**src/bbl_pkg.sv**
```systemverilog
// Shared types and constants for the byte-budget LRU cache directory.
// No dependencies; every other file uses this package.
`default_nettype none
package bbl_pkg;
  localparam int ENTRIES  = 8;
  localparam int NCELL    = ENTRIES + 1;  // last cell stages the new entry
  localparam int STAGE    = ENTRIES;
  localparam int KEY_BITS = 16;
  localparam int IDX_W    = $clog2(NCELL);
  localparam int CNT_W    = $clog2(NCELL + 1);
  localparam int EVN_W    = $clog2(ENTRIES + 1);
  localparam int WAIT_LEN = NCELL + 1;
  localparam int WAIT_W   = $clog2(WAIT_LEN);
  localparam logic [31:0] DEFAULT_BUDGET = 32'(16 * 1024 * 1024);
  localparam logic [3:0]  DEFAULT_ENTRIES = 4'd8;

  localparam logic [1:0] ACT_INS  = 2'd0;
  localparam logic [1:0] ACT_LOOK = 2'd1;
  localparam logic [1:0] ACT_REM  = 2'd2;
  localparam logic [1:0] ACT_CLR  = 2'd3;

  localparam logic [2:0] OC_DONE  = 3'd0;
  localparam logic [2:0] OC_HIT   = 3'd1;
  localparam logic [2:0] OC_MISS  = 3'd2;
  localparam logic [2:0] OC_REJ   = 3'd3;
  localparam logic [2:0] OC_EVICT = 3'd4;

  localparam logic CFG_MAX_ENTRIES = 1'b0;
  localparam logic CFG_MAX_BYTES   = 1'b1;

  typedef struct packed {
    logic clr;
    logic ld;
    logic stamp_ld;
  } cell_ctl_t;

  typedef struct packed {
    logic [KEY_BITS-1:0] key;
    logic [31:0]         bytes;
    logic [31:0]         stamp;
  } wr_t;

  typedef struct packed {
    logic                valid;
    logic [KEY_BITS-1:0] key;
    logic [31:0]         bytes;
    logic [31:0]         stamp;
  } entry_t;

  typedef struct packed {
    logic             found;
    logic [31:0]      stamp;
    logic [IDX_W-1:0] idx;
  } cand_t;

  typedef struct packed {
    logic                valid;
    logic [KEY_BITS-1:0] key;
    logic                multi;
  } pin_t;

  typedef struct packed {
    logic [2:0]          outcome;
    logic [KEY_BITS-1:0] key;
    logic [31:0]         bytes;
    logic [32:0]         held;
    logic                last;
  } rslt_t;
endpackage
`default_nettype wire

```
**src/bbl_ifs.sv**
```systemverilog
// Request and result channel interfaces of the cache directory.
// Depends on bbl_pkg for the key width.
`default_nettype none
interface bbl_req_if;
  logic                         valid;
  logic                         ready;
  logic [1:0]                   action;
  logic [bbl_pkg::KEY_BITS-1:0] entry_key;
  logic [31:0]                  entry_bytes;
  modport source (output valid, action, entry_key, entry_bytes, input ready);
  modport sink   (input valid, action, entry_key, entry_bytes, output ready);
endinterface

interface bbl_rsp_if;
  logic                         valid;
  logic                         ready;
  logic [2:0]                   outcome;
  logic [bbl_pkg::KEY_BITS-1:0] out_key;
  logic [31:0]                  out_bytes;
  logic [32:0]                  held_bytes;
  logic                         last;
  modport source (output valid, outcome, out_key, out_bytes, held_bytes, last, input ready);
  modport sink   (input valid, outcome, out_key, out_bytes, held_bytes, last, output ready);
endinterface
`default_nettype wire

```
**src/bbl_cell.sv**
```systemverilog
// One directory slot: holds an entry and forwards the oldest eligible candidate.
// Depends on bbl_pkg.
`default_nettype none
module bbl_cell (
  input  wire                        clk,
  input  wire                        rst_n,
  input  wire  [bbl_pkg::IDX_W-1:0]  my_idx,
  input  bbl_pkg::cell_ctl_t         ctl,
  input  bbl_pkg::wr_t               wr,
  input  bbl_pkg::pin_t              pin,
  input  bbl_pkg::cand_t             cand_in,
  output bbl_pkg::entry_t            ent,
  output bbl_pkg::cand_t             cand_out
);
  import bbl_pkg::*;

  logic                valid_r;
  logic [KEY_BITS-1:0] key_r;
  logic [31:0]         bytes_r, stamp_r;
  cand_t               cand_r, cand_nxt;
  logic                elig;

  always_ff @(posedge clk) begin
    if (!rst_n) begin
      valid_r <= 1'b0;
    end else if (ctl.clr) begin
      valid_r <= 1'b0;
    end else if (ctl.ld) begin
      valid_r <= 1'b1;
    end
    if (ctl.ld) begin
      key_r   <= wr.key;
      bytes_r <= wr.bytes;
    end
    if (ctl.ld || ctl.stamp_ld) begin
      stamp_r <= wr.stamp;
    end
  end

  // skip the pinned key while more than one entry is held
  assign elig = valid_r && !(pin.valid && key_r == pin.key && pin.multi);

  always_comb begin
    cand_nxt = cand_in;
    if (elig && (!cand_in.found || stamp_r < cand_in.stamp)) begin
      cand_nxt.found = 1'b1;
      cand_nxt.stamp = stamp_r;
      cand_nxt.idx   = my_idx;
    end
  end

  always_ff @(posedge clk) begin
    if (!rst_n) begin
      cand_r <= '0;
    end else begin
      cand_r <= cand_nxt;
    end
  end

  assign ent      = '{valid: valid_r, key: key_r, bytes: bytes_r, stamp: stamp_r};
  assign cand_out = cand_r;
endmodule
`default_nettype wire

```
**src/bbl_ctrl.sv**
```systemverilog
// Sequencer of the cache directory: decodes requests, drives the cells, builds results.
// Depends on bbl_pkg; the cell row is wired up by the top level.
`default_nettype none
module bbl_ctrl (
  input  wire                           clk,
  input  wire                           rst_n,
  input  wire                           cfg_we,
  input  wire                           cfg_idx,
  input  wire  [31:0]                   cfg_data,
  input  wire                           req_valid,
  output logic                          req_ready,
  input  wire  [1:0]                    req_action,
  input  wire  [bbl_pkg::KEY_BITS-1:0]  req_key,
  input  wire  [31:0]                   req_bytes,
  output logic                          rsp_valid,
  input  wire                           rsp_ready,
  output bbl_pkg::rslt_t                rsp,
  input  bbl_pkg::entry_t               ent [bbl_pkg::NCELL],
  input  bbl_pkg::cand_t                cand,
  output bbl_pkg::cell_ctl_t            ctl [bbl_pkg::NCELL],
  output bbl_pkg::wr_t                  wr,
  output bbl_pkg::pin_t                 pin
);
  import bbl_pkg::*;

  typedef enum logic [4:0] {
    S_IDLE = 5'b00001,
    S_EXEC = 5'b00010,
    S_INS  = 5'b00100,
    S_WAIT = 5'b01000,
    S_EVAL = 5'b10000
  } state_t;

  state_t              state_r, state_nxt;
  logic [1:0]          act_r, act_nxt;
  logic [KEY_BITS-1:0] key_r, key_nxt;
  logic [31:0]         bytes_r, bytes_nxt;
  logic [31:0]         stamp_r, stamp_nxt;
  logic [32:0]         total_r, total_nxt;
  logic [KEY_BITS-1:0] pin_key_r, pin_key_nxt;
  logic                pin_valid_r, pin_valid_nxt;
  logic [3:0]          max_ent_r;
  logic [31:0]         max_bytes_r;
  logic [EVN_W-1:0]    n_r, n_nxt;
  logic [WAIT_W-1:0]   wait_r, wait_nxt;
  rslt_t               out_r, out_nxt, pend_r, pend_nxt;
  logic                out_valid_r, out_valid_nxt, pend_valid_r, pend_valid_nxt;

  logic [NCELL-1:0]    valid_vec;
  logic [CNT_W-1:0]    count, limit_n;
  logic [31:0]         budget;
  logic                m_any, f_any, ofree, accept, over_lim, evict;
  logic [IDX_W-1:0]    m_idx, f_idx;
  logic [31:0]         m_bytes, p_bytes;

  always_comb begin
    for (int i = 0; i < NCELL; i++) valid_vec[i] = ent[i].valid;
  end
  assign count  = CNT_W'($countones(valid_vec));
  assign budget = (max_bytes_r == 32'd0) ? 32'd1 : max_bytes_r;
  always_comb begin
    if (max_ent_r == 4'd0) limit_n = CNT_W'(1);
    else if (int'(max_ent_r) > ENTRIES) limit_n = CNT_W'(ENTRIES);
    else limit_n = CNT_W'(max_ent_r);
  end

  // lowest matching slot and lowest free slot
  always_comb begin
    m_any = 1'b0;
    m_idx = '0;
    f_any = 1'b0;
    f_idx = '0;
    for (int i = ENTRIES - 1; i >= 0; i--) begin
      if (ent[i].valid && ent[i].key == key_r) begin
        m_any = 1'b1;
        m_idx = IDX_W'(i);
      end
      if (!ent[i].valid) begin
        f_any = 1'b1;
        f_idx = IDX_W'(i);
      end
    end
  end
  assign m_bytes  = ent[m_idx].bytes;
  assign p_bytes  = ent[cand.idx].bytes;
  assign ofree    = !out_valid_r || rsp_ready;
  assign req_ready = (state_r == S_IDLE);
  assign accept   = req_valid && req_ready;
  assign over_lim = (count > limit_n) || (total_r > {1'b0, budget});
  assign evict    = (int'(n_r) < ENTRIES) && over_lim && cand.found;
  assign pin      = '{valid: pin_valid_r, key: pin_key_r, multi: (count > CNT_W'(1))};

  always_comb begin
    state_nxt      = state_r;
    act_nxt        = act_r;
    key_nxt        = key_r;
    bytes_nxt      = bytes_r;
    stamp_nxt      = stamp_r;
    total_nxt      = total_r;
    pin_key_nxt    = pin_key_r;
    pin_valid_nxt  = pin_valid_r;
    n_nxt          = n_r;
    wait_nxt       = wait_r;
    pend_nxt       = pend_r;
    pend_valid_nxt = pend_valid_r;
    out_nxt        = out_r;
    out_valid_nxt  = out_valid_r && !rsp_ready;
    wr             = '{key: key_r, bytes: bytes_r, stamp: stamp_r + 32'd1};
    for (int i = 0; i < NCELL; i++) ctl[i] = '0;

    unique case (state_r)
      S_IDLE: begin
        if (accept) begin
          act_nxt   = req_action;
          key_nxt   = req_key;
          bytes_nxt = req_bytes;
          state_nxt = S_EXEC;
        end
      end
      S_EXEC: begin
        if (ofree) begin
          unique case (act_r)
            ACT_CLR: begin
              for (int i = 0; i < NCELL; i++) ctl[i].clr = 1'b1;
              total_nxt     = '0;
              stamp_nxt     = '0;
              pin_key_nxt   = '0;
              pin_valid_nxt = 1'b0;
              out_nxt       = '{OC_DONE, key_r, 32'd0, 33'd0, 1'b1};
              out_valid_nxt = 1'b1;
              state_nxt     = S_IDLE;
            end
            ACT_LOOK: begin
              pin_key_nxt   = key_r;
              pin_valid_nxt = 1'b1;
              if (m_any) begin
                stamp_nxt = stamp_r + 32'd1;
                ctl[m_idx].stamp_ld = 1'b1;
                out_nxt = '{OC_HIT, key_r, m_bytes, total_r, 1'b1};
              end else begin
                out_nxt = '{OC_MISS, key_r, 32'd0, total_r, 1'b1};
              end
              out_valid_nxt = 1'b1;
              state_nxt     = S_IDLE;
            end
            ACT_REM: begin
              if (m_any) begin
                ctl[m_idx].clr = 1'b1;
                total_nxt = total_r - {1'b0, m_bytes};
                out_nxt   = '{OC_DONE, key_r, m_bytes, total_r - {1'b0, m_bytes}, 1'b1};
              end else begin
                out_nxt = '{OC_MISS, key_r, 32'd0, total_r, 1'b1};
              end
              out_valid_nxt = 1'b1;
              state_nxt     = S_IDLE;
            end
            default: begin
              // insert: drop any older entry of the same key first
              if (m_any) begin
                ctl[m_idx].clr = 1'b1;
                total_nxt = total_r - {1'b0, m_bytes};
              end
              state_nxt = S_INS;
            end
          endcase
        end
      end
      S_INS: begin
        if (bytes_r > budget) begin
          if (ofree) begin
            out_nxt       = '{OC_REJ, key_r, bytes_r, total_r, 1'b1};
            out_valid_nxt = 1'b1;
            state_nxt     = S_IDLE;
          end
        end else begin
          stamp_nxt        = stamp_r + 32'd1;
          ctl[STAGE].ld    = 1'b1;
          total_nxt        = total_r + {1'b0, bytes_r};
          n_nxt            = '0;
          wait_nxt         = '0;
          pend_valid_nxt   = 1'b0;
          state_nxt        = S_WAIT;
        end
      end
      S_WAIT: begin
        // let the candidate ripple through the whole row
        wait_nxt = wait_r + WAIT_W'(1);
        if (wait_r == WAIT_W'(WAIT_LEN - 1)) state_nxt = S_EVAL;
      end
      S_EVAL: begin
        if (ofree) begin
          if (evict) begin
            ctl[cand.idx].clr = 1'b1;
            total_nxt = total_r - {1'b0, p_bytes};
            pend_nxt  = '{OC_EVICT, ent[cand.idx].key, p_bytes,
                          total_r - {1'b0, p_bytes}, 1'b0};
            if (pend_valid_r) begin
              out_nxt       = pend_r;
              out_valid_nxt = 1'b1;
            end
            pend_valid_nxt = 1'b1;
            n_nxt          = n_r + EVN_W'(1);
            wait_nxt       = '0;
            state_nxt      = S_WAIT;
          end else begin
            if (pend_valid_r) begin
              out_nxt      = pend_r;
              out_nxt.last = 1'b1;
            end else begin
              out_nxt = '{OC_DONE, key_r, bytes_r, total_r, 1'b1};
            end
            out_valid_nxt  = 1'b1;
            pend_valid_nxt = 1'b0;
            // move the staged entry into the lowest free slot
            wr = '{key: ent[STAGE].key, bytes: ent[STAGE].bytes, stamp: ent[STAGE].stamp};
            if (ent[STAGE].valid) begin
              ctl[STAGE].clr = 1'b1;
              if (f_any) ctl[f_idx].ld = 1'b1;
            end
            state_nxt = S_IDLE;
          end
        end
      end
      default: state_nxt = S_IDLE;
    endcase
  end

  always_ff @(posedge clk) begin
    if (!rst_n) begin
      state_r      <= S_IDLE;
      stamp_r      <= '0;
      total_r      <= '0;
      pin_key_r    <= '0;
      pin_valid_r  <= 1'b0;
      max_ent_r    <= DEFAULT_ENTRIES;
      max_bytes_r  <= DEFAULT_BUDGET;
      n_r          <= '0;
      wait_r       <= '0;
      out_valid_r  <= 1'b0;
      pend_valid_r <= 1'b0;
    end else begin
      state_r      <= state_nxt;
      stamp_r      <= stamp_nxt;
      total_r      <= total_nxt;
      pin_key_r    <= pin_key_nxt;
      pin_valid_r  <= pin_valid_nxt;
      n_r          <= n_nxt;
      wait_r       <= wait_nxt;
      out_valid_r  <= out_valid_nxt;
      pend_valid_r <= pend_valid_nxt;
      if (cfg_we) begin
        unique case (cfg_idx)
          CFG_MAX_ENTRIES: max_ent_r   <= cfg_data[3:0];
          CFG_MAX_BYTES:   max_bytes_r <= cfg_data;
          default: ;
        endcase
      end
    end
    act_r   <= act_nxt;
    key_r   <= key_nxt;
    bytes_r <= bytes_nxt;
    out_r   <= out_nxt;
    pend_r  <= pend_nxt;
  end

  assign rsp_valid = out_valid_r;
  assign rsp       = out_r;

  a_stage_idle: assert property (@(posedge clk) disable iff (!rst_n)
    state_r == S_IDLE |-> !ent[STAGE].valid)
    else $error("staged entry left behind after a request");
  a_pend_scope: assert property (@(posedge clk) disable iff (!rst_n)
    pend_valid_r |-> (state_r == S_WAIT || state_r == S_EVAL))
    else $error("pending eviction outside insert sequence");
  a_empty_total: assert property (@(posedge clk) disable iff (!rst_n)
    (state_r == S_IDLE && count == '0) |-> total_r == '0)
    else $error("held bytes nonzero with empty directory");
  a_evict_bound: assert property (@(posedge clk) disable iff (!rst_n)
    int'(n_r) <= ENTRIES)
    else $error("eviction count past bound");
endmodule
`default_nettype wire

```
**src/byte_budget_lru_cache_core.sv**
```systemverilog
// Top level of the byte-budget LRU cache directory: sequencer plus a row of slot cells.
// Depends on bbl_pkg, bbl_ifs, bbl_cell and bbl_ctrl.
//
//   channel   dir   handshake        payload
//   in_req    in    valid/ready      action, entry_key, entry_bytes
//   out_rsp   out   valid/ready      outcome, out_key, out_bytes, held_bytes, last
//   cfg_*     in    cfg_we           cfg_idx, cfg_data
//
// Lookup, remove and clear go from S_IDLE through S_EXEC to a registered result. An
// insert goes through S_EXEC and S_INS, then S_WAIT and S_EVAL once per eviction pass,
// while the oldest candidate ripples one cell per cycle through the NCELL-cell row.
// Reset is synchronous and empties the directory at once.
// A stalled result holds the sequencer; one request is worked at a time.
`default_nettype none
module byte_budget_lru_cache_core (
  input  wire        clk,
  input  wire        rst_n,
  input  wire        cfg_we,
  input  wire        cfg_idx,
  input  wire [31:0] cfg_data,
  bbl_req_if.sink    in_req,
  bbl_rsp_if.source  out_rsp
);
  import bbl_pkg::*;

  entry_t    ent   [NCELL];
  cand_t     chain [NCELL+1];
  cell_ctl_t ctl   [NCELL];
  wr_t       wr;
  pin_t      pin;
  rslt_t     rsp;

  assign chain[0] = '0;

  for (genvar g = 0; g < NCELL; g++) begin : g_cell
    bbl_cell u_cell (
      .clk     (clk),
      .rst_n   (rst_n),
      .my_idx  (IDX_W'(g)),
      .ctl     (ctl[g]),
      .wr      (wr),
      .pin     (pin),
      .cand_in (chain[g]),
      .ent     (ent[g]),
      .cand_out(chain[g+1])
    );
  end

  bbl_ctrl u_ctrl (
    .clk       (clk),
    .rst_n     (rst_n),
    .cfg_we    (cfg_we),
    .cfg_idx   (cfg_idx),
    .cfg_data  (cfg_data),
    .req_valid (in_req.valid),
    .req_ready (in_req.ready),
    .req_action(in_req.action),
    .req_key   (in_req.entry_key),
    .req_bytes (in_req.entry_bytes),
    .rsp_valid (out_rsp.valid),
    .rsp_ready (out_rsp.ready),
    .rsp       (rsp),
    .ent       (ent),
    .cand      (chain[NCELL]),
    .ctl       (ctl),
    .wr        (wr),
    .pin       (pin)
  );

  assign out_rsp.outcome    = rsp.outcome;
  assign out_rsp.out_key    = rsp.key;
  assign out_rsp.out_bytes  = rsp.bytes;
  assign out_rsp.held_bytes = rsp.held;
  assign out_rsp.last       = rsp.last;
endmodule
`default_nettype wire
```
**src/flat_wrapper.sv**
```systemverilog
// flat-port wrapper written by rule: the top's interface ports become plain ports
module byte_budget_lru_cache_core_flat import bbl_pkg::*;
  (clk, rst_n, cfg_we, cfg_idx, cfg_data, in_req_valid, in_req_action, in_req_entry_key, in_req_entry_bytes, in_req_ready, out_rsp_valid, out_rsp_outcome, out_rsp_out_key, out_rsp_out_bytes, out_rsp_held_bytes, out_rsp_last, out_rsp_ready);
  bbl_req_if in_req_i ();
  bbl_rsp_if out_rsp_i ();
  input  wire clk;
  input  wire rst_n;
  input  wire cfg_we;
  input  wire cfg_idx;
  input  wire [31:0] cfg_data;
  input wire logic [$bits(in_req_i.valid)-1:0] in_req_valid;
  input wire logic [$bits(in_req_i.action)-1:0] in_req_action;
  input wire logic [$bits(in_req_i.entry_key)-1:0] in_req_entry_key;
  input wire logic [$bits(in_req_i.entry_bytes)-1:0] in_req_entry_bytes;
  output wire logic [$bits(in_req_i.ready)-1:0] in_req_ready;
  output wire logic [$bits(out_rsp_i.valid)-1:0] out_rsp_valid;
  output wire logic [$bits(out_rsp_i.outcome)-1:0] out_rsp_outcome;
  output wire logic [$bits(out_rsp_i.out_key)-1:0] out_rsp_out_key;
  output wire logic [$bits(out_rsp_i.out_bytes)-1:0] out_rsp_out_bytes;
  output wire logic [$bits(out_rsp_i.held_bytes)-1:0] out_rsp_held_bytes;
  output wire logic [$bits(out_rsp_i.last)-1:0] out_rsp_last;
  input wire logic [$bits(out_rsp_i.ready)-1:0] out_rsp_ready;
  assign in_req_i.valid = in_req_valid;
  assign in_req_i.action = in_req_action;
  assign in_req_i.entry_key = in_req_entry_key;
  assign in_req_i.entry_bytes = in_req_entry_bytes;
  assign in_req_ready = in_req_i.ready;
  assign out_rsp_valid = out_rsp_i.valid;
  assign out_rsp_outcome = out_rsp_i.outcome;
  assign out_rsp_out_key = out_rsp_i.out_key;
  assign out_rsp_out_bytes = out_rsp_i.out_bytes;
  assign out_rsp_held_bytes = out_rsp_i.held_bytes;
  assign out_rsp_last = out_rsp_i.last;
  assign out_rsp_i.ready = out_rsp_ready;
  byte_budget_lru_cache_core u_core (.clk(clk), .rst_n(rst_n), .cfg_we(cfg_we), .cfg_idx(cfg_idx), .cfg_data(cfg_data), .in_req(in_req_i), .out_rsp(out_rsp_i));
endmodule
```
**config.mk**
```make
export PLATFORM = sky130hd
export DESIGN_NAME = byte_budget_lru_cache_core_flat
export DESIGN_NICKNAME = d
export VERILOG_FILES = /design/src/bbl_pkg.sv /design/src/bbl_ifs.sv /design/src/bbl_cell.sv /design/src/bbl_ctrl.sv /design/src/byte_budget_lru_cache_core.sv /design/src/flat_wrapper.sv
export SDC_FILE = /design/constraint.sdc
export NUM_CORES = 2
export LEC_CHECK = 0
export BUFFER_PORTS_ARGS = -buffer_cell sky130_fd_sc_hd__buf_4
export CORE_UTILIZATION = 55
export DETAILED_ROUTE_END_ITERATION = 8
export GPL_TIMING_DRIVEN = 0
export MAX_ROUTING_LAYER = met4
export PLACE_DENSITY_LB_ADDON = 0.05
export RECOVER_POWER = 100
export SETUP_SLACK_MARGIN = 0.4
export SYNTH_ARGS = -nofsm -noshare
export SYNTH_HDL_FRONTEND = slang
export SYNTH_SLANG_ARGS = --single-unit
```
**constraint.sdc**
```tcl
create_clock -name clk -period 48.9 [get_ports clk]
set_input_delay 7.335 -clock clk [delete_from_list [all_inputs] [get_ports clk]]
set_output_delay 7.335 -clock clk [all_outputs]
set_load 0.1 [all_outputs]
```
Yosys cells after proc, flatten, opt, wreduce, memory -nomap -nowiden
Index checks and enable logic that the tools add are counted.

Register bits: 1379. Bits in read-only memories: 0. Logic and storage cells: 441. Input port bits: 88. Bits in latches: 0. Memories: 0. RAM bits: 0.

Shift-type cells: 0. Multiply operators: 0. Add/subtract/negate cells: 14. Equality and inequality tests: 41. Multiplexer cells: 143. Div/mod/pow operators: 0. Reduce and logical (&&, ||, !) cells: 126. Magnitude comparators: 20. Bitwise operators: 5.

Operators by type and width (number): $bmux W81 S4 (2); $mux W85 (7); $pmux W85 S3 (2); $mux W80 (5); $mux W37 (9); $eq A16 B16 Y1 (17); $lt A32 B32 Y1 (8); $mux W84 (2); $mux W33 (5); $mux W27 (5); $mux W32 (4); $mux W64 (2); $pmux W32 S2 (2); $pmux W33 S3 (1); $mux W4 (22); $pmux W33 S2 (1); $sub A33 B32 Y33 (2); $logic_and A1 B1 Y1 (50); $pmux W25 S2 (1); $demux W3 S4 (4); $pmux W2 S2 (9); $reduce_or A2 Y1 (17); $add A33 B32 Y33 (1); $gt A33 B32 Y1 (1); other kinds (53) (170).

Logic depth before layout (Yosys ltp)
Depth after elaboration: 20. Mapped depth: 25.

Cells and area by module
From an unflattened synthesis, not the netlist that was laid out.

Cells, all modules: 6549. Area, all modules: 73375.4 um^2.

Modules (own cells, without submodules): bbl_cell (area each 4937.2 um^2, cells an instance 373, times used 9); bbl_ctrl (area each 28932.7 um^2, cells an instance 3190, times used 1); byte_budget_lru_cache_core (area each 7.5 um^2, cells an instance 2, times used 1).

Worst setup path after synthesis
No wires, ideal clock.

Path type: input to register. Start point: input out_rsp_ready. End point: register u_core.u_ctrl.out_r, in the netlist u_core.u_ctrl.rsp[0], enable pin. Slack: 27293 ps. Arrival: 20627 ps. Data required time: 47920 ps. Buffers on the path: 0. Stages: 2. Library setup time: 980 ps. Path through: nor2b_1 -> a2111oi_0.

Longest elaborated chain between the ends: 3. Elaborated cells on any way between the ends: 5.

RTL lines: from (decl) (line flat_wrapper.sv:22) `input wire logic [$bits(out_rsp_i.ready)-1:0] out_rsp_ready;`; $logic_or A1 B1 Y1 (*) (line bbl_ctrl.sv:86) `assign ofree = !out_valid_r || rsp_ready;`; $ne A2 B2 Y1 (no line); $reduce_and A7 Y1 (no line) (*); to (signal assigned) (line bbl_ctrl.sv:262) `out_r <= out_nxt;`; to (decl) (line bbl_ctrl.sv:46) `rslt_t out_r, out_nxt, pend_r, pend_nxt;`.

Mark *: on every way between the ends. The rest lies on a longest branch, timed or not. A chain may end at the register's enable or synchronous reset.

==> impl_metrics.yaml <==
status:
  run_status: "complete, but fails checks"
  violations: "max-capacitance violations, max-slew violations"
power:
  intPower_uw: 1920
  totalPowerFinal_uw: 2480
  p_sw_uw: 569
  seqPwrFrac: 0.503
  p_leak_uw: 0.0282
  pwr-share-comb: 0.044
  vdd_drop_max_mv: 0.0344
  p_per_area_mw_per_mm2: 32.0
  clockPowerShare: 0.453
  p_sw_frac: 0.229
yosys:
  synth_compound_area_frac: 0.117
  ys_top_cells_by_count: "edfxtp_1 (936), nor2_1 (518), inv_1 (429), dfxtp_1 (428), ha_1 (426)"
  netlist-cell-type-count: 106
  synth.most_common_cell: "edfxtp_1"
  synthArstFlopShare: 0
  ys_seq_area_frac: 0.527
  yosys.area.top_type: "edfxtp_1"
  synthesis.instances: 6025
  synth-xor-area-share: 0.0488
  synth_fp_nets: 6547
  yosysTopAreaCellShare: 0.404
  synth.area.mux_share: 0.0821
  yosys-top-cells-area: "edfxtp_1 (40%), dfxtp_1 (12%), ha_1 (7.7%)"
  synth_edf_count: 936
  synth-simple-area-share: 0.102
  avgSynthCellArea_um2: 11.6
  synth-main-ff-cell: "edfxtp_1"
  ys_warn_count: 0
  synth_fa_ha_area_frac: 0.0788
  synth_top_family_by_area: "compound AO/OA/AOI/OAI gates"
  synth.cell_area_mm2: 0.0696
  ys_ff_latch: 1364
setup_path:
  cp_data_arrival_time_ns: 12.86
  r2r_start: "u_core.g_cell[3].u_cell.valid_r$_SDFFE_PP0P_"
  critPathKind: "in2reg"
  endpoint_kind: "flip-flop"
  crit_start: "out_rsp_ready"
  rrSetupSlack_ns: 37.58
  required_ns: 49.18
  endpoint: "u_core.g_cell[4].u_cell.bytes_r[5]$_DFFE_PP_"
  ff2ff_path_depth: 18
  cp_max_fo: 45
  start_kind: "input pin"
  reg2reg_to: "u_core.u_ctrl.pend_r[9]$_DFFE_PP_"
drt:
  via_per_inst: 6.24
  dr.first_iter.drc_count: 6162
  wirelength_um: 229000
  num_vias: 51196
  antenna_left: 0
  first_pass_iters: 6
  post-route-drc-count: 0
  avgRoutedWirePerCell_um: 27.9
clock_network:
  path_clk_slew_ns: 0.06
  cts_resized: 0
  hold_buffers: 0
  postCtsSetupRepairBufs: 0
  h-tree-depth: 4
  cts_root_buffer: "clkbuf_16"
  clk_path_buf_depth: 3
  clk_latency_ns: 0.78
  cts_tree: "built"
  numCtsBuffers: 148
  cts.sinks: 1364
floorplan:
  ios: 175
  die-height_um: 358
  dieArea_mm2: 0.128
  die_x_um: 358
  start_util: 0.555
  core_mm2: 0.126
  rows: 130
final_layout:
  fin_util: 0.619
  synthToLayoutAreaGrowth_pct: 11.6
  drive_above_1_share: 0.0880
  stdcell_area_mm2: 0.0777
  fillers: 10363
  fin_nets: 6945
timing:
  setup_viol: 0
  relSlewSlack: -1.74
  drv_slew: 558
  skew_ns: 0.0330
  finalHoldViolations: 0
  rsz0062_at_grt: "no"
  whs_ns: 0.424
  post-route-period-util: 0.257
  fmax_mhz: 79.5
  fin_tns_setup_ns: 0
  min_period_ns: 12.58
  worst_pin_slew_ns: 4.10
global_route:
  grt_first_pass_wirelength_um: 327000
  track_usage: 0.364
  antenna_found_initial: 11
  grt_overflow: 0
  grt_max_degree: 66
  first_global_vias: 48647
worst_hold_path:
  min_delay_path_depth: 2
  hp-class: "reg2reg"
run:
  cap_violations: 29
placed_design:
  dpl.hpwl_um: 177000
  placed_area_mm2: 0.0744
  port_buffers: 173
  gp_congestion: 1.02
worst max-delay path: stages:
cell,delay [ns]
clkbuf_1,0.25
nor2b_1,0.20
nor2_1,0.54
nand2b_1,0.16
clkbuf_1,0.56
or3_1,0.61
clkinvlp_2,0.26
clkbuf_1,2.86
layout make-up:
type                            count  area (um2)  share of cell area
Sequential cell                  1364       36700               0.472
Multi-Input combinational cell   3933       29800               0.384
Clock buffer                      189        3960              0.0510
Tap cell                         1650        2060              0.0266
Inverter                          430        1620              0.0208
Buffer                            298        1410              0.0181
Timing Repair Buffer              248        1210              0.0156
Clock inverter                     87         907              0.0117
Antenna cell                        7        17.5            0.000225
registers in the layout, indices dropped and copies added, names as in the netlist:
register,count
u_core.g_cell.u_cell.key_r,144
u_core.u_ctrl.act_r,2
u_core.u_ctrl.pin_valid_r,1
u_core.u_ctrl.wait_r,4
u_core.g_cell.u_cell.cand_out,286
u_core.u_ctrl.pend_r,81
u_core.u_ctrl.key_r,16
u_core.u_ctrl.max_ent_r,4
u_core.u_ctrl.max_bytes_r,32
u_core.g_cell.u_cell.stamp_r,288
u_core.g_cell.u_cell.valid_r,9
u_core.u_ctrl.state_r,5
u_core.u_ctrl.total_r,33
u_core.u_ctrl.bytes_r,32
u_core.u_ctrl.rsp,85
u_core.u_ctrl.stamp_r,32
u_core.u_ctrl.n_r,4
u_core.u_ctrl.pend_valid_r,1
u_core.g_cell.u_cell.bytes_r,288
u_core.u_ctrl.rsp_valid,1
u_core.u_ctrl.pin_key_r,16
kinds of logic (layout without fill, tap and decap cells):
kind of cell | after synthesis | in the layout
AOI/OAI and AO/OA | 1199 | 1199
xor gates and xnor gates | 386 | 386
adders and majority gates | 434 | 434
buffers and inverters | 728 | 1252
DFF | 1364 | 1364
muxes | 443 | 443
other | 0 | 7
and+or+nand+nor | 1471 | 1471
power by group through the flow:
stage | Sequential [uW] | Clock [uW] | Combinational [uW]
after floorplan | 1270 | 0 | 62.4
after global placement | 1270 | 0 | 108
after detailed placement | 1270 | 0 | 111
after CTS | 1250 | 1130 | 111
after global routing | 1250 | 1180 | 117
final | 1250 | 1120 | 110
cells in the final DEF, fill, tap and decap left out, types with 27 or more instances in the layout:
cell type    n
nand2_1    354
xor2_1     307
o2bb2ai_1   32
mux4_2      96
nand2b_1    48
o211ai_1    65
buf_2       64
nor4_1      63
buf_4       50
o21a_1      58
inv_1      427
a22oi_1     66
a2111oi_0   45
ha_1       426
dfxtp_1    428
mux2i_1    281
clkbuf_4    41
nor2_1     519
clkbuf_1   385
edfxtp_1   936
a41oi_1     36
clkbuf_16  150
nand3_1     87
a31oi_1     27
a21o_1     133
nor2b_1     32
a211oi_1    39
nand4_1    112
and2_1      32
xnor2_1     77
o21ai_0    213
nor3_1      74
a21oi_1    302
mux2_1      52
metrics by stage:
stage / worst slack [ns] / std cells
finish: 36.32 / 8206
global route: 36.30 / 8205
CTS: 38.90 / 8199
detailed placement: 38.10 / 7923
global placement: 17.62 / 7848
floorplan: 27.29 / 6025
layer usage:
metal	vias to the layer above	part of all wire	wire length, um	GRT usage
li1	22993	-	-	-
met1	25324	0.42	97000	0.499
met2	2427	0.44	101000	0.538
met3	452	0.10	22800	0.0801
met4	0	0.038	8640	0.118
met5	-	0	0	-
how the worst min path moves through the flow:
stage,startpoint,end,slack (ns)
floorplan,u_core.g_cell[1].u_cell.cand_out[0]$_SDFF_PN0_,u_core.g_cell[2].u_cell.cand_out[0]$_SDFF_PP0_,0.40
CTS,u_core.g_cell[4].u_cell.cand_out[1]$_SDFF_PP0_,u_core.g_cell[5].u_cell.cand_out[1]$_SDFF_PP0_,0.42
global placement,u_core.g_cell[1].u_cell.cand_out[0]$_SDFF_PN0_,u_core.g_cell[2].u_cell.cand_out[0]$_SDFF_PP0_,0.41
finish,u_core.g_cell[4].u_cell.cand_out[1]$_SDFF_PP0_,u_core.g_cell[5].u_cell.cand_out[1]$_SDFF_PP0_,0.42
detailed placement,u_core.g_cell[1].u_cell.cand_out[0]$_SDFF_PN0_,u_core.g_cell[2].u_cell.cand_out[0]$_SDFF_PP0_,0.41
global route,u_core.g_cell[1].u_cell.cand_out[0]$_SDFF_PN0_,u_core.g_cell[2].u_cell.cand_out[0]$_SDFF_PP0_,0.43
(Power assumes the default switching activity.)
